File: config.mk
export PLATFORM = sky130hd
export DESIGN_NAME = rgbe_scanline_rle_decoder_core
export DESIGN_NICKNAME = d
export VERILOG_FILES = /design/src/rtl/rgbe_rle_pkg.sv /design/src/rtl/rgbe_scanline_rle_decoder_core.sv
export SDC_FILE = /design/constraint.sdc
export NUM_CORES = 1
export LEC_CHECK = 0
export ABC_CLOCK_PERIOD_IN_PS = 7600
export BUFFER_PORTS_ARGS = -buffer_cell sky130_fd_sc_hd__buf_4
export CAP_MARGIN = 20
export CORE_ASPECT_RATIO = 2
export CORE_MARGIN = 1
export CORE_UTILIZATION = 60
export DETAILED_ROUTE_END_ITERATION = 8
export PLACE_DENSITY = 0.8
export RECOVER_POWER = 50
export SETUP_SLACK_MARGIN = 0.4
export SYNTH_ARGS = -nofsm -noshare
export SYNTH_HDL_FRONTEND = slang
export SYNTH_SLANG_ARGS = --single-unit
File: constraint.sdc
create_clock -name clk -period 7.6 [get_ports clk]
set_input_delay 1.14 -clock clk [delete_from_list [all_inputs] [get_ports clk]]
set_output_delay 1.14 -clock clk [all_outputs]
set_load 0.005 [all_outputs]
File: src/rtl/rgbe_rle_pkg.sv
package rgbe_rle_pkg;

  localparam int unsigned MAX_LINE_WIDTH_DEF = 32767;

  localparam int unsigned WIDTH_W = 15;
  localparam int unsigned POS_W   = 17;
  localparam int unsigned COUNT_W = 7;
  localparam int unsigned BYTE_W  = 8;

  localparam logic [BYTE_W-1:0] MARKER_BYTE = 8'h02;
  localparam logic [BYTE_W-1:0] LIT_MAX     = 8'd128;

  typedef enum logic [6:0] {
    PH_MARK1  = 7'b0000001,
    PH_MARK2  = 7'b0000010,
    PH_WHIGH  = 7'b0000100,
    PH_WLOW   = 7'b0001000,
    PH_COUNT  = 7'b0010000,
    PH_LIT    = 7'b0100000,
    PH_RUNVAL = 7'b1000000
  } phase_t;

  typedef struct packed {
    logic                header_error;
    logic                last_in_line;
    logic [POS_W-1:0]    seg_start;
    logic [COUNT_W-1:0]  seg_count;
    logic [BYTE_W-1:0]   seg_value;
  } seg_t;

endpackage

File: src/rtl/rgbe_scanline_rle_decoder_core.sv
// Decodes the run-length coded body of an RGBE picture, one byte per item, at one item per
// clock cycle while the output buffer's second entry is free. Each scanline opens with
// 0x02 0x02 and a big-endian 16-bit width; a bad marker or a width other than cfg_wdata
// (saturated at MAX_LINE_WIDTH) gives one item with header_error set on the width low
// byte, and decoding continues with the configured width. Literal bytes give one-byte
// segments; a repeat run gives one segment. Segments are clipped at the end of the line's
// four planes, and anything past it is dropped. The whole phase update sits between the
// input handshake and the result register; a two-entry output buffer lets input flow on
// while a result waits. Change the width only while the block is idle.
module rgbe_scanline_rle_decoder_core #(
  parameter int unsigned MAX_LINE_WIDTH = rgbe_rle_pkg::MAX_LINE_WIDTH_DEF
) (
  input  logic        clk,
  input  logic        rst_n,
  input  logic        cfg_we,
  input  logic [14:0] cfg_wdata,    // line_width
  input  logic        in_tvalid,
  output logic        in_tready,
  input  logic [7:0]  in_tdata,     // in_byte
  output logic        out_tvalid,
  input  logic        out_tready,
  output logic [31:0] out_tdata,    // seg_value[7:0], seg_count[14:8], seg_start[31:15]
  output logic        out_tlast,    // last_in_line
  output logic        out_tuser     // header_error
);

  localparam logic [rgbe_rle_pkg::WIDTH_W-1:0] MaxW = rgbe_rle_pkg::WIDTH_W'(MAX_LINE_WIDTH);

  logic [rgbe_rle_pkg::WIDTH_W-1:0] line_width_r;
  rgbe_rle_pkg::phase_t             phase_r, phase_nxt;
  logic [7:0]                       literal_left_r, literal_left_nxt;
  logic [6:0]                       run_length_r, run_length_nxt;
  logic [rgbe_rle_pkg::POS_W-1:0]   pos_r, pos_nxt;
  logic [7:0]                       whigh_r, whigh_nxt;
  logic                             marker_bad_r, marker_bad_nxt;

  rgbe_rle_pkg::seg_t out_r, out_nxt, skid_r, skid_nxt, res;
  logic               out_valid_r, out_valid_nxt, skid_valid_r, skid_valid_nxt;
  logic               res_valid, in_fire, drain;

  logic [rgbe_rle_pkg::WIDTH_W-1:0] cw;
  logic [rgbe_rle_pkg::POS_W-1:0]   total, room, end_pos17;
  logic [rgbe_rle_pkg::POS_W:0]     end_pos;
  logic [6:0]                       em_count_in, em_count;
  logic                             em_ok;
  logic [15:0]                      rx_width;

  assign in_tready = !skid_valid_r;
  assign in_fire   = in_tvalid && in_tready;
  assign drain     = !out_valid_r || out_tready;

  assign cw       = (line_width_r > MaxW) ? MaxW : line_width_r;
  assign total    = {cw, 2'b00};
  assign rx_width = {whigh_r, in_tdata};

  // segment emission: clip at line end
  assign em_count_in = (phase_r == rgbe_rle_pkg::PH_LIT) ? 7'd1 : run_length_r;
  assign em_ok       = pos_r < total;
  assign room        = total - pos_r;
  assign em_count    = ({10'd0, em_count_in} > room) ? room[6:0] : em_count_in;
  assign end_pos     = {1'b0, pos_r} + {11'd0, em_count};
  assign end_pos17   = end_pos[rgbe_rle_pkg::POS_W-1:0];

  always_comb begin
    phase_nxt        = phase_r;
    literal_left_nxt = literal_left_r;
    run_length_nxt   = run_length_r;
    pos_nxt          = pos_r;
    whigh_nxt        = whigh_r;
    marker_bad_nxt   = marker_bad_r;
    res              = '0;
    res_valid        = 1'b0;
    if (in_fire) begin
      case (phase_r)
        rgbe_rle_pkg::PH_MARK1: begin
          marker_bad_nxt = (in_tdata != rgbe_rle_pkg::MARKER_BYTE);
          pos_nxt        = '0;
          phase_nxt      = rgbe_rle_pkg::PH_MARK2;
        end
        rgbe_rle_pkg::PH_MARK2: begin
          if (in_tdata != rgbe_rle_pkg::MARKER_BYTE) marker_bad_nxt = 1'b1;
          phase_nxt = rgbe_rle_pkg::PH_WHIGH;
        end
        rgbe_rle_pkg::PH_WHIGH: begin
          whigh_nxt = in_tdata;
          phase_nxt = rgbe_rle_pkg::PH_WLOW;
        end
        rgbe_rle_pkg::PH_WLOW: begin
          if (marker_bad_r || (rx_width != {1'b0, cw})) begin
            res.header_error = 1'b1;
            res_valid        = 1'b1;
          end
          phase_nxt = rgbe_rle_pkg::PH_COUNT;
        end
        rgbe_rle_pkg::PH_COUNT: begin
          if (in_tdata <= rgbe_rle_pkg::LIT_MAX) begin
            literal_left_nxt = in_tdata;
            if (in_tdata == 8'd0) begin
              phase_nxt = (pos_r >= total) ? rgbe_rle_pkg::PH_MARK1 : rgbe_rle_pkg::PH_COUNT;
            end else begin
              phase_nxt = rgbe_rle_pkg::PH_LIT;
            end
          end else begin
            run_length_nxt = in_tdata[6:0];
            phase_nxt      = rgbe_rle_pkg::PH_RUNVAL;
          end
        end
        rgbe_rle_pkg::PH_LIT, rgbe_rle_pkg::PH_RUNVAL: begin
          if (em_ok) begin
            res.seg_value    = in_tdata;
            res.seg_count    = em_count;
            res.seg_start    = pos_r;
            res.last_in_line = (end_pos >= {1'b0, total});
            res_valid        = 1'b1;
            pos_nxt          = end_pos17;
          end
          literal_left_nxt = literal_left_r - 8'd1;
          if ((phase_r == rgbe_rle_pkg::PH_RUNVAL) || (literal_left_nxt == 8'd0)) begin
            phase_nxt = (pos_nxt >= total) ? rgbe_rle_pkg::PH_MARK1 : rgbe_rle_pkg::PH_COUNT;
          end
          if (phase_r == rgbe_rle_pkg::PH_RUNVAL) literal_left_nxt = literal_left_r;
        end
        default: begin
          phase_nxt = rgbe_rle_pkg::PH_MARK1;
        end
      endcase
    end
  end

  // two-entry output buffer
  always_comb begin
    out_valid_nxt  = out_valid_r;
    skid_valid_nxt = skid_valid_r;
    out_nxt        = out_r;
    skid_nxt       = skid_r;
    if (skid_valid_r) begin
      if (out_tready) begin
        out_nxt        = skid_r;
        skid_valid_nxt = 1'b0;
      end
    end else if (res_valid) begin
      if (drain) begin
        out_nxt       = res;
        out_valid_nxt = 1'b1;
      end else begin
        skid_nxt       = res;
        skid_valid_nxt = 1'b1;
      end
    end else if (out_tready) begin
      out_valid_nxt = 1'b0;
    end
  end

  always_ff @(posedge clk) begin
    if (!rst_n) begin
      line_width_r   <= rgbe_rle_pkg::WIDTH_W'(1);
      phase_r        <= rgbe_rle_pkg::PH_MARK1;
      literal_left_r <= '0;
      run_length_r   <= '0;
      pos_r          <= '0;
      whigh_r        <= '0;
      marker_bad_r   <= 1'b0;
      out_valid_r    <= 1'b0;
      skid_valid_r   <= 1'b0;
    end else begin
      if (cfg_we) line_width_r <= cfg_wdata;
      phase_r        <= phase_nxt;
      literal_left_r <= literal_left_nxt;
      run_length_r   <= run_length_nxt;
      pos_r          <= pos_nxt;
      whigh_r        <= whigh_nxt;
      marker_bad_r   <= marker_bad_nxt;
      out_valid_r    <= out_valid_nxt;
      skid_valid_r   <= skid_valid_nxt;
    end
  end

  always_ff @(posedge clk) begin
    out_r  <= out_nxt;
    skid_r <= skid_nxt;
  end

  assign out_tvalid = out_valid_r;
  assign out_tdata  = {out_r.seg_start, out_r.seg_count, out_r.seg_value};
  assign out_tlast  = out_r.last_in_line;
  assign out_tuser  = out_r.header_error;

endmodule
==> Word-level counts from Yosys, hierarchy flattened <==
Cells that the tools add are included.
{ "classes": {"reduce_logical": 24, "add_sub_neg": 3, "bitwise": 3, "mux": 37, "eq_ne": 15, "magnitude_cmp": 7} }
{ "op_table": {"columns": ["cell", "n"], "rows": [
  ["34-bit two-way mux", 5],
  ["33-bit two-way mux", 2],
  ["17-bit two-way mux", 3],
  ["7-bit one-hot mux with 6 select lines", 1],
  ["17-bit >= comparator", 2],
  ["17-bit one-hot mux with 2 select lines", 1],
  ["7-bit two-way mux", 4],
  ["17-bit by 7-bit adder with 18-bit output", 1],
  ["18-bit by 17-bit >= comparator with 1-bit output", 1],
  ["7-bit by 17-bit greater-than comparator with 1-bit output", 1],
  ["17-bit < comparator", 1],
  ["17-bit subtractor", 1],
  ["8-bit logical NOT", 2],
  ["8-bit two-way mux", 2],
  ["16-bit by 15-bit != test with 1-bit output", 1],
  ["8-bit one-hot mux with 2 select lines", 1],
  ["15-bit greater-than comparator (second input constant)", 1],
  ["15-bit two-way mux", 1],
  ["3-bit AND reduction", 5],
  ["1-bit two-way mux", 12],
  ["2-bit nonzero test", 6],
  ["5-bit two-way mux", 2],
  ["2-bit != test (second input constant)", 5],
  ["8-bit <= comparator (second input constant)", 1],
  ["other kinds (19)", 27]
]} }
{ "word_totals": {"reg_bits": 133, "out_inout_bits": 36, "input_bits": 28} }

==> Logic depth before layout (Yosys ltp) <==
Gate-level depths: netlist of run 1.
{ "logic_depth": {"word_depth": 13, "mapped_depth": 33, "mapped_depth_nobuf": 32} }

==> Worst setup path before layout of run 1 <==
No wires, ideal clock.
{ "synth_timing": {"path_kind": "flip-flop to flip-flop", "start": "register pos_r[0] (netlist name)", "end": "register phase_r[0]", "slack_ps": 1265, "required_ps": 7541, "path_buffers": 0, "path_stages_with_launch": 32, "t_arrival_ps": 6276, "cell_sequence": "dfxtp_1 -> inv_1 -> ha_1 -> a211oi_1 -> o21bai_1 -> a21oi_1 -> xor2_1 -> ha_1 -> nand4_1 -> o22ai_1 -> a2111oi_0 -> nand4_1 -> a2111oi_4 -> nand3b_4 -> mux2_4 -> inv_1 -> ha_1 -> fa_1 -> nand3_1 -> a21oi_1 -> o21ai_1 -> a211o_1 -> nor4_1 -> nand2_1 -> xnor2_1 -> ha_1 -> nand4_1 -> nor4_1 -> nand3_1 -> mux2_1 -> a21oi_1 -> o32a_1"} }
{ "synth_between": {"elab_chain_len": 11, "word_cells_on_any_way": 16, "cone_classes": "2 x add/sub; 4 x order compare; 10 x mux"} }
{ "synth_lines": {"columns": ["item", "line_no", "text"], "rows": [
  ["from (decl)", "rgbe_scanline_rle_decoder_core.sv:33", "logic [rgbe_rle_pkg::POS_W-1:0] pos_r, pos_nxt;"],
  ["from (signal assigned)", "rgbe_scanline_rle_decoder_core.sv:170", "pos_r <= pos_nxt;"],
  ["17-bit subtractor", "rgbe_scanline_rle_decoder_core.sv:59", "assign room = total - pos_r;"],
  ["7-bit by 17-bit greater-than comparator with 1-bit output", "rgbe_scanline_rle_decoder_core.sv:60", "assign em_count = ({10'd0, em_count_in} > room) ? room[6:0] : em_count_in;"],
  ["7-bit two-way mux", "rgbe_scanline_rle_decoder_core.sv:60", null],
  ["17-bit by 7-bit adder with 18-bit output", "rgbe_scanline_rle_decoder_core.sv:61", "assign end_pos = {1'b0, pos_r} + {11'd0, em_count};"],
  ["17-bit two-way mux", "rgbe_scanline_rle_decoder_core.sv:109", "if (em_ok) begin"],
  ["17-bit two-way mux", "rgbe_scanline_rle_decoder_core.sv:74", "case (phase_r)"],
  ["17-bit two-way mux", "rgbe_scanline_rle_decoder_core.sv:73", "if (in_fire) begin"],
  ["17-bit >= comparator", "rgbe_scanline_rle_decoder_core.sv:119", "phase_nxt = (pos_nxt >= total) ? rgbe_rle_pkg::PH_MARK1 : rgbe_rle_pkg::PH_COUNT;"],
  ["5-bit two-way mux", "rgbe_scanline_rle_decoder_core.sv:119", null],
  ["7-bit two-way mux", "rgbe_scanline_rle_decoder_core.sv:118", "if ((phase_r == rgbe_rle_pkg::PH_RUNVAL) || (literal_left_nxt == 8'd0)) begin"],
  ["7-bit one-hot mux with 6 select lines (*)", "rgbe_scanline_rle_decoder_core.sv:74", null],
  ["to (signal assigned)", "rgbe_scanline_rle_decoder_core.sv:157", "phase_r <= rgbe_rle_pkg::PH_MARK1;"],
  ["to (signal assigned)", "rgbe_scanline_rle_decoder_core.sv:167", "phase_r <= phase_nxt;"],
  ["to (decl)", "rgbe_scanline_rle_decoder_core.sv:30", "rgbe_rle_pkg::phase_t phase_r, phase_nxt;"]
]} }
Every way passes the cells marked *; elsewhere a longest branch is shown, timed or not. The select of a mux whose other input is x is not followed.
A chain may end at the register's enable or synchronous reset.

==> Worst setup path in the final report of run 1 <==
{ "layout_timing": {"start": "register phase_r[0]", "end": "register phase_r[0]"} }
{ "layout_between": {"elab_chain_len": 12, "word_cells_on_any_way": 22, "cone_classes": "1 x add/sub; 2 x order compare; 8 x eq/ne; 8 x mux; 3 x reduce/logical"} }
{ "layout_lines": {"columns": ["item", "line_no", "text"], "rows": [
  ["7-bit by 6-bit == test with 1-bit output", "rgbe_scanline_rle_decoder_core.sv:57, rgbe_scanline_rle_decoder_core.sv:74", null],
  ["7-bit two-way mux", "rgbe_scanline_rle_decoder_core.sv:57", "assign em_count_in = (phase_r == rgbe_rle_pkg::PH_LIT) ? 7'd1 : run_length_r;"],
  ["7-bit by 17-bit greater-than comparator with 1-bit output", "rgbe_scanline_rle_decoder_core.sv:60", null],
  ["7-bit two-way mux", "rgbe_scanline_rle_decoder_core.sv:60", null],
  ["17-bit by 7-bit adder with 18-bit output", "rgbe_scanline_rle_decoder_core.sv:61", null],
  ["17-bit two-way mux", "rgbe_scanline_rle_decoder_core.sv:109", null],
  ["17-bit two-way mux", "rgbe_scanline_rle_decoder_core.sv:74", null],
  ["17-bit two-way mux", "rgbe_scanline_rle_decoder_core.sv:73", null],
  ["17-bit >= comparator", "rgbe_scanline_rle_decoder_core.sv:119", null],
  ["5-bit two-way mux", "rgbe_scanline_rle_decoder_core.sv:119", null],
  ["7-bit two-way mux", "rgbe_scanline_rle_decoder_core.sv:118", null],
  ["7-bit one-hot mux with 6 select lines", "rgbe_scanline_rle_decoder_core.sv:74", null]
]} }
Parallel ways exist; a longest one is shown, timed or not. The select of a mux whose other input is x is not followed.

==> impl_metrics.tcl, run 1 <==
set metrics [dict create \
    status "finished, violations left" \
    violations "max-capacitance violations, max-slew violations" \
    port-buffer-count 63 \
    grt_max_degree 61 \
    syn_area_um2 8360 \
    period_needed_ns 6.95 \
    slew_headroom_pct -16.6 \
    ant_nets 0 \
    critPathMaxFanout 9 \
    synthAdderAreaFrac_pct 9.66 \
    die_y_um 169 \
    clk_latency_ns 0.43 \
    hold_class "reg -> reg" \
    grt_usage_pct 32.1 \
    post-dp-hpwl_um 16800 \
    synth_compound_area_share_pct 16.4 \
    cts_buffer_depth 2 \
    die-area_um2 14400 \
    synth_top_area_share_pct 24.4 \
    nets 1051 \
    placedCellCount 1089 \
    final_max_slew_viol_count 35 \
    synthMuxAreaShare_pct 5.07 \
    final_cell_mix "nor2_1 (109), edfxtp_1 (68), nand2_1 (64), dfxtp_1 (62), ha_1 (59)" \
    area_growth_pct 14.7 \
    post_drt_wl_per_cell_um 20.1 \
    grt_setup_unrepaired "false" \
    gp_congestion 1.01 \
    synth_edf_count 68 \
    setup_viol 0 \
    cpPeakStageDelay_ns 0.76 \
    final_common_cell "nor2_1" \
    start_kind "flip-flop" \
    p_leak_nw 4.16 \
    cts.clk_slew.worst_paths_ns 0.07 \
    hold_viol 0 \
    initialDrtViolationCount 527 \
    fp-row-count 60 \
    clock-sinks 133 \
    ios 64 \
    antenna_cells 0 \
    routed_wl_um 22700 \
    criticalPathCategory "reg -> reg" \
    async_flop_share_pct 0 \
    ir_drop_mv 0.155 \
    synthesis.nets 1009 \
    synthCells 917 \
    dr_total_vias 7163 \
    yosysWarnings 0 \
    cp_data_arrival_time_ns 7.32 \
    antenna_found_initial 0 \
    crit_path_start "phase_r[0]" \
    drc 0 \
    synth_cell_types 72 \
    syn_avg_cell_area_um2 9.12 \
    synthTopCellsByArea "edfxtp_1 (24%), dfxtp_1 (16%), ha_1 (9.4%)" \
    synth-xor-area-share_pct 5.34 \
    cts_max_level 4 \
    die_w_um 85.5 \
    first_global_vias 7065 \
    grt_pass1_wl_um 35200 \
    ys_ff_latch 133 \
    drive_gt1_share_pct 15.6 \
    worst_slew_pin_slew_ns 1.75 \
    required_ns 7.97 \
    vias_per_cell 6.36 \
    drt-pass1-iter-count 5 \
    drv_cap 1 \
    p_per_area_nw_per_um2 188 \
    cts-root-buf "clkbuf_16" \
    hold_ws_ns 0.468 \
    final_cells 1127 \
    crit_slowest_cell "or4b_1" \
    rr_startpoint "phase_r[0]" \
    min_from "pos_r[14]" \
    cts_tree "built" \
    synth_top_family_by_area "simple AND/OR/NAND/NOR gates" \
    synthFlopType "edfxtp_1" \
    p_total_mw 1.80 \
    skew_ns 0.0109 \
    worst_setup_path_end_kind "flip-flop" \
    fin_util_pct 71.0 \
    yosysSeqAreaShare_pct 40.0 \
    setup_tns_ns 0 \
    post-route-period-util_pct 91.4 \
    synthSimpleGateAreaFrac_pct 18.5 \
    timing.fmax_mhz 144 \
    start_util_pct 61.9 \
    coreArea_um2 13500 \
    grt_overflow_total 0 \
    cts_buffers 17 \
    yosysTopAreaCell "edfxtp_1" \
]
cells in the mapped netlist (19+ instances only):
library cell	number
nor2_1	112
edfxtp_1	68
dfxtp_1	65
nand2_1	64
ha_1	63
inv_1	55
a21oi_1	49
clkbuf_1	44
a21o_1	40
xnor2_1	38
mux2i_1	30
nand3_1	26
nand4_1	23
o21ai_0	19
per-layer routing:
metal | part of all wire, % | global-route usage [%] | up-vias
met1 | 37 | 33.1 | 3360
met2 | 51 | 56.7 | 318
met3 | 4.6 | 5.41 | 117
li1 | - | - | 3368
met5 | 0 | 0 | -
met4 | 8.0 | 24.3 | 0
worst paths after layout:
check        slack [ns]    endpoint  cells past startpoint
min reg2reg        0.47   pos_r[14]                      2
min                0.47   pos_r[14]                      2
max reg2reg        0.65  phase_r[0]                     29
max                0.65  phase_r[0]                     29
per-stage QoR:
stage / worst slack, ns / cell area (µm²)
floorplan: 1.27 / 8360
global placement: 0.550 / 8880
detailed placement: 0.437 / 8880
CTS: 0.520 / 9480
global route: 0.163 / 9600
finish: 0.654 / 9600
worst max-delay path: cells and delay by family, from the launching register on:
family	cells	cell delay, ns
flops	1	0.37
xor+xnor	1	0.18
simple gates	13	2.90
buf+inv	1	0.06
mux	2	0.68
fa+ha+maj	4	0.98
compound gates	8	1.71
logic make-up after synthesis:
logic type / after synthesis
DFF: 133
xor gates and xnor gates: 51
and+or+nand+nor: 316
AOI/OAI and AO/OA: 203
buffers and inverters: 111
muxes: 39
adders and majority gates: 64
repair_timing:
| item | in CTS | in global routing |
|---|---|---|
| resized for setup | 1 | 25 |
| endpoints found under the setup margin | 1 | 4 |
| pin swaps | 0 | 5 |
| hold buffers | 0 | 0 |
| buffers inserted | 0 | 6 |
sequential cells by signal, summed over array words and instances, names as in the netlist:
register,count
phase_r,7
line_width_r,15
marker_bad_r,1
whigh_r,8
run_length_r,7
out_tvalid,1
literal_left_r,8
out_tuser,1
skid_valid_r,1
out_tlast,1
out_tdata,32
pos_r,17
skid_r,34
report_power, final:
group | switching (mW) | internal, mW | leakage, nW
registers | 0.0110 | 0.754 | 1.18
logic | 0.123 | 0.0824 | 2.69
clock network | 0.343 | 0.492 | 0.293
total | 0.477 | 1.33 | 4.16
layout make-up:
cell class,instances,area (µm²)
Clock buffer,17,425
Clock inverter,15,166
Fill cell,1057,3920
Inverter,57,214
Multi-Input combinational cell,673,4690
Sequential cell,133,3350
Tap cell,155,194
Timing Repair Buffer,77,563
No activity file was read; power rests on OpenSTA's default activity.
==> run 2, diff against run 1 <==
--- a/config.mk
+++ b/config.mk
@@ -14,7 +14,9 @@
 export DETAILED_ROUTE_END_ITERATION = 8
 export PLACE_DENSITY = 0.8
 export RECOVER_POWER = 50
+export REMOVE_ABC_BUFFERS = 1
 export SETUP_SLACK_MARGIN = 0.4
+export SLEW_MARGIN = 15
 export SYNTH_ARGS = -nofsm -noshare
 export SYNTH_HDL_FRONTEND = slang
 export SYNTH_SLANG_ARGS = --single-unit
==> run 2 against run 1 <==
  * The run still ends with max-capacitance violations, max-slew violations left
  * Non-clock buffer count up 5
  * Flip-flop and latch count did not move
  * Largest cell class unchanged
  * Sequential power about the same
  * Critical path depth unchanged
  * Utilization grew 0.20 points
  * Via count increased by 1.5%
  * Global-route usage rose by 1.2 points
  * Worst setup slack better by 0.029 ns
  * Fmax increased by 0.42%
  * Total power rose by 0.32%
  * Clock skew is essentially flat
  * Highest routed layer unchanged
  * Register-to-register slack better by 0.03 ns
==> impl_metrics.tcl, run 2 (same netlist as run 1, synthesis figures left out) <==
set metrics [dict create \
    status "finished, violations left" \
    violations "max-capacitance violations, max-slew violations" \
    hold_viol 0 \
    post-dp-hpwl_um 17600 \
    clk_latency_ns 0.43 \
    vias_per_cell 6.42 \
    antenna_found_initial 0 \
    nets 1056 \
    postCtsHoldBufs 0 \
    final_area_um2 9620 \
    crit_slowest_cell "or4b_4" \
    skew_ns 0.0110 \
    hold_ws_ns 0.486 \
    routed_wl_um 23700 \
    fp-row-count 60 \
    drt-pass1-iter-count 5 \
    final_max_slew_viol_count 60 \
    grt_pass1_wl_um 36500 \
    required_ns 7.97 \
    hold_class "reg -> reg" \
    p_leak_nw 4.17 \
    drc 0 \
    first_global_vias 7226 \
    die_w_um 85.5 \
    slew_headroom_pct -19.7 \
    ir_drop_mv 0.207 \
    cts_buffers 17 \
    worst_slack_ns 0.683 \
    dr_total_vias 7271 \
    grt_max_degree 38 \
    grt_usage_pct 33.3 \
    coreArea_um2 13500 \
    start_util_pct 61.9 \
    post-route-period-util_pct 91.0 \
    p_per_area_nw_per_um2 188 \
    largest_register_ffs 34 \
    ant_nets 0 \
    top_register "skid_r" \
    period_needed_ns 6.92 \
    worst_setup_path_end_kind "flip-flop" \
    timing.fmax_mhz 145 \
    post_dp_cell_area_um2 8900 \
    nFillCells 1044 \
    ios 64 \
    setup_viol 0 \
    initialDrtViolationCount 519 \
    cts_tree "built" \
    post_drt_wl_per_cell_um 20.9 \
    critPathMaxFanout 9 \
    clock-sinks 133 \
    placedCellCount 1092 \
    grt_setup_unrepaired "false" \
    die-area_um2 14400 \
    cts.clk_slew.worst_paths_ns 0.06 \
    drive_gt1_share_pct 15.8 \
    port-buffer-count 63 \
    area_growth_pct 15.1 \
    cts_buffer_depth 2 \
    start_kind "flip-flop" \
    drv_cap 2 \
    grt_overflow_total 0 \
    cts-root-buf "clkbuf_16" \
    cp_data_arrival_time_ns 7.29 \
    worst_slew_pin_slew_ns 1.80 \
    final_cell_mix "nor2_1 (113), edfxtp_1 (68), nand2_1 (64), dfxtp_1 (60), ha_1 (59)" \
    die_y_um 169 \
    setup_tns_ns 0 \
    criticalPathCategory "reg -> reg" \
    gp_congestion 1.00 \
    antenna_cells 0 \
    cts_max_level 4 \
    pre_cts_slack_ns 0.351 \
    final_common_cell "nor2_1" \
    final_cells 1132 \
    cpPeakStageDelay_ns 0.62 \
]
[run 2: cell types whose count changed in the layout (fill, tap and decap cells not counted), moves of 2 or more]
| cell | change |
|---|---|
| buf_4 | +2 |
| clkbuf_1 | +3 |
| clkinv_2 | -3 |
| dfxtp_1 | -2 |
| dfxtp_2 | +2 |
| nor2_1 | +4 |
| nor2_2 | -4 |
| o21ai_0 | -2 |
| o21ai_1 | +3 |
[run 2: through the flow]
| stage | total power [mW] | util (%) |
|---|---|---|
| floorplan | 0.908 | - |
| global placement | 0.981 | 65.9 |
| detailed placement | 0.982 | 65.9 |
| CTS | 1.80 | 70.3 |
| global route | 1.86 | 71.2 |
| finish | 1.81 | 71.2 |
[run 2: power breakdown]
part | leakage (nW) | switching, mW | internal [mW]
combinational | 2.71 | 0.134 | 0.0841
clock | 0.284 | 0.362 | 0.465
sequential | 1.18 | 0.0115 | 0.754
[run 2: what timing repair did]
action / in CTS / in global routing
gates resized for setup: 1 / 25
endpoints found under the setup margin: 2 / 4
pin swaps: 0 / 7
setup buffers: 0 / 8
cloned: 0 / 0
[run 2: cell type report]
| cell class | instances | area [µm²] | area share, % |
|---|---|---|---|
| clock buffer | 17 | 425 | 4.42 |
| clock inverter | 15 | 163 | 1.69 |
| inverter | 57 | 214 | 2.22 |
| multi-input combinational | 673 | 4690 | 48.7 |
| sequential | 133 | 3350 | 34.8 |
| tap | 155 | 194 | 2.02 |
| timing repair buffer | 82 | 589 | 6.12 |
[run 2: worst max-delay path: cells and delay by family (launching register included)]
kind | cells | cell delay, ns
xor+xnor | 1 | 0.18
buf+inv | 1 | 0.06
mux | 2 | 0.70
compound gates | 8 | 1.67
simple gates | 13 | 2.86
flops | 1 | 0.37
fa+ha+maj | 4 | 1.02
[run 2: final timing paths]
check	cells after the start	slack, ns	startpoint	end
max	29	0.68	phase_r[0]	phase_r[0]
min	2	0.49	pos_r[14]	pos_r[14]
max reg2reg	29	0.68	phase_r[0]	phase_r[0]
min reg2reg	2	0.49	pos_r[14]	pos_r[14]
[run 2: per-layer routing]
layer,global-route usage [%],vias up,share of wire (%)
met3,6.24,111,4.5
met2,58.8,314,51
met4,25.2,0,7.7
met1,34.1,3474,37
li1,-,3372,-
met5,0,-,0
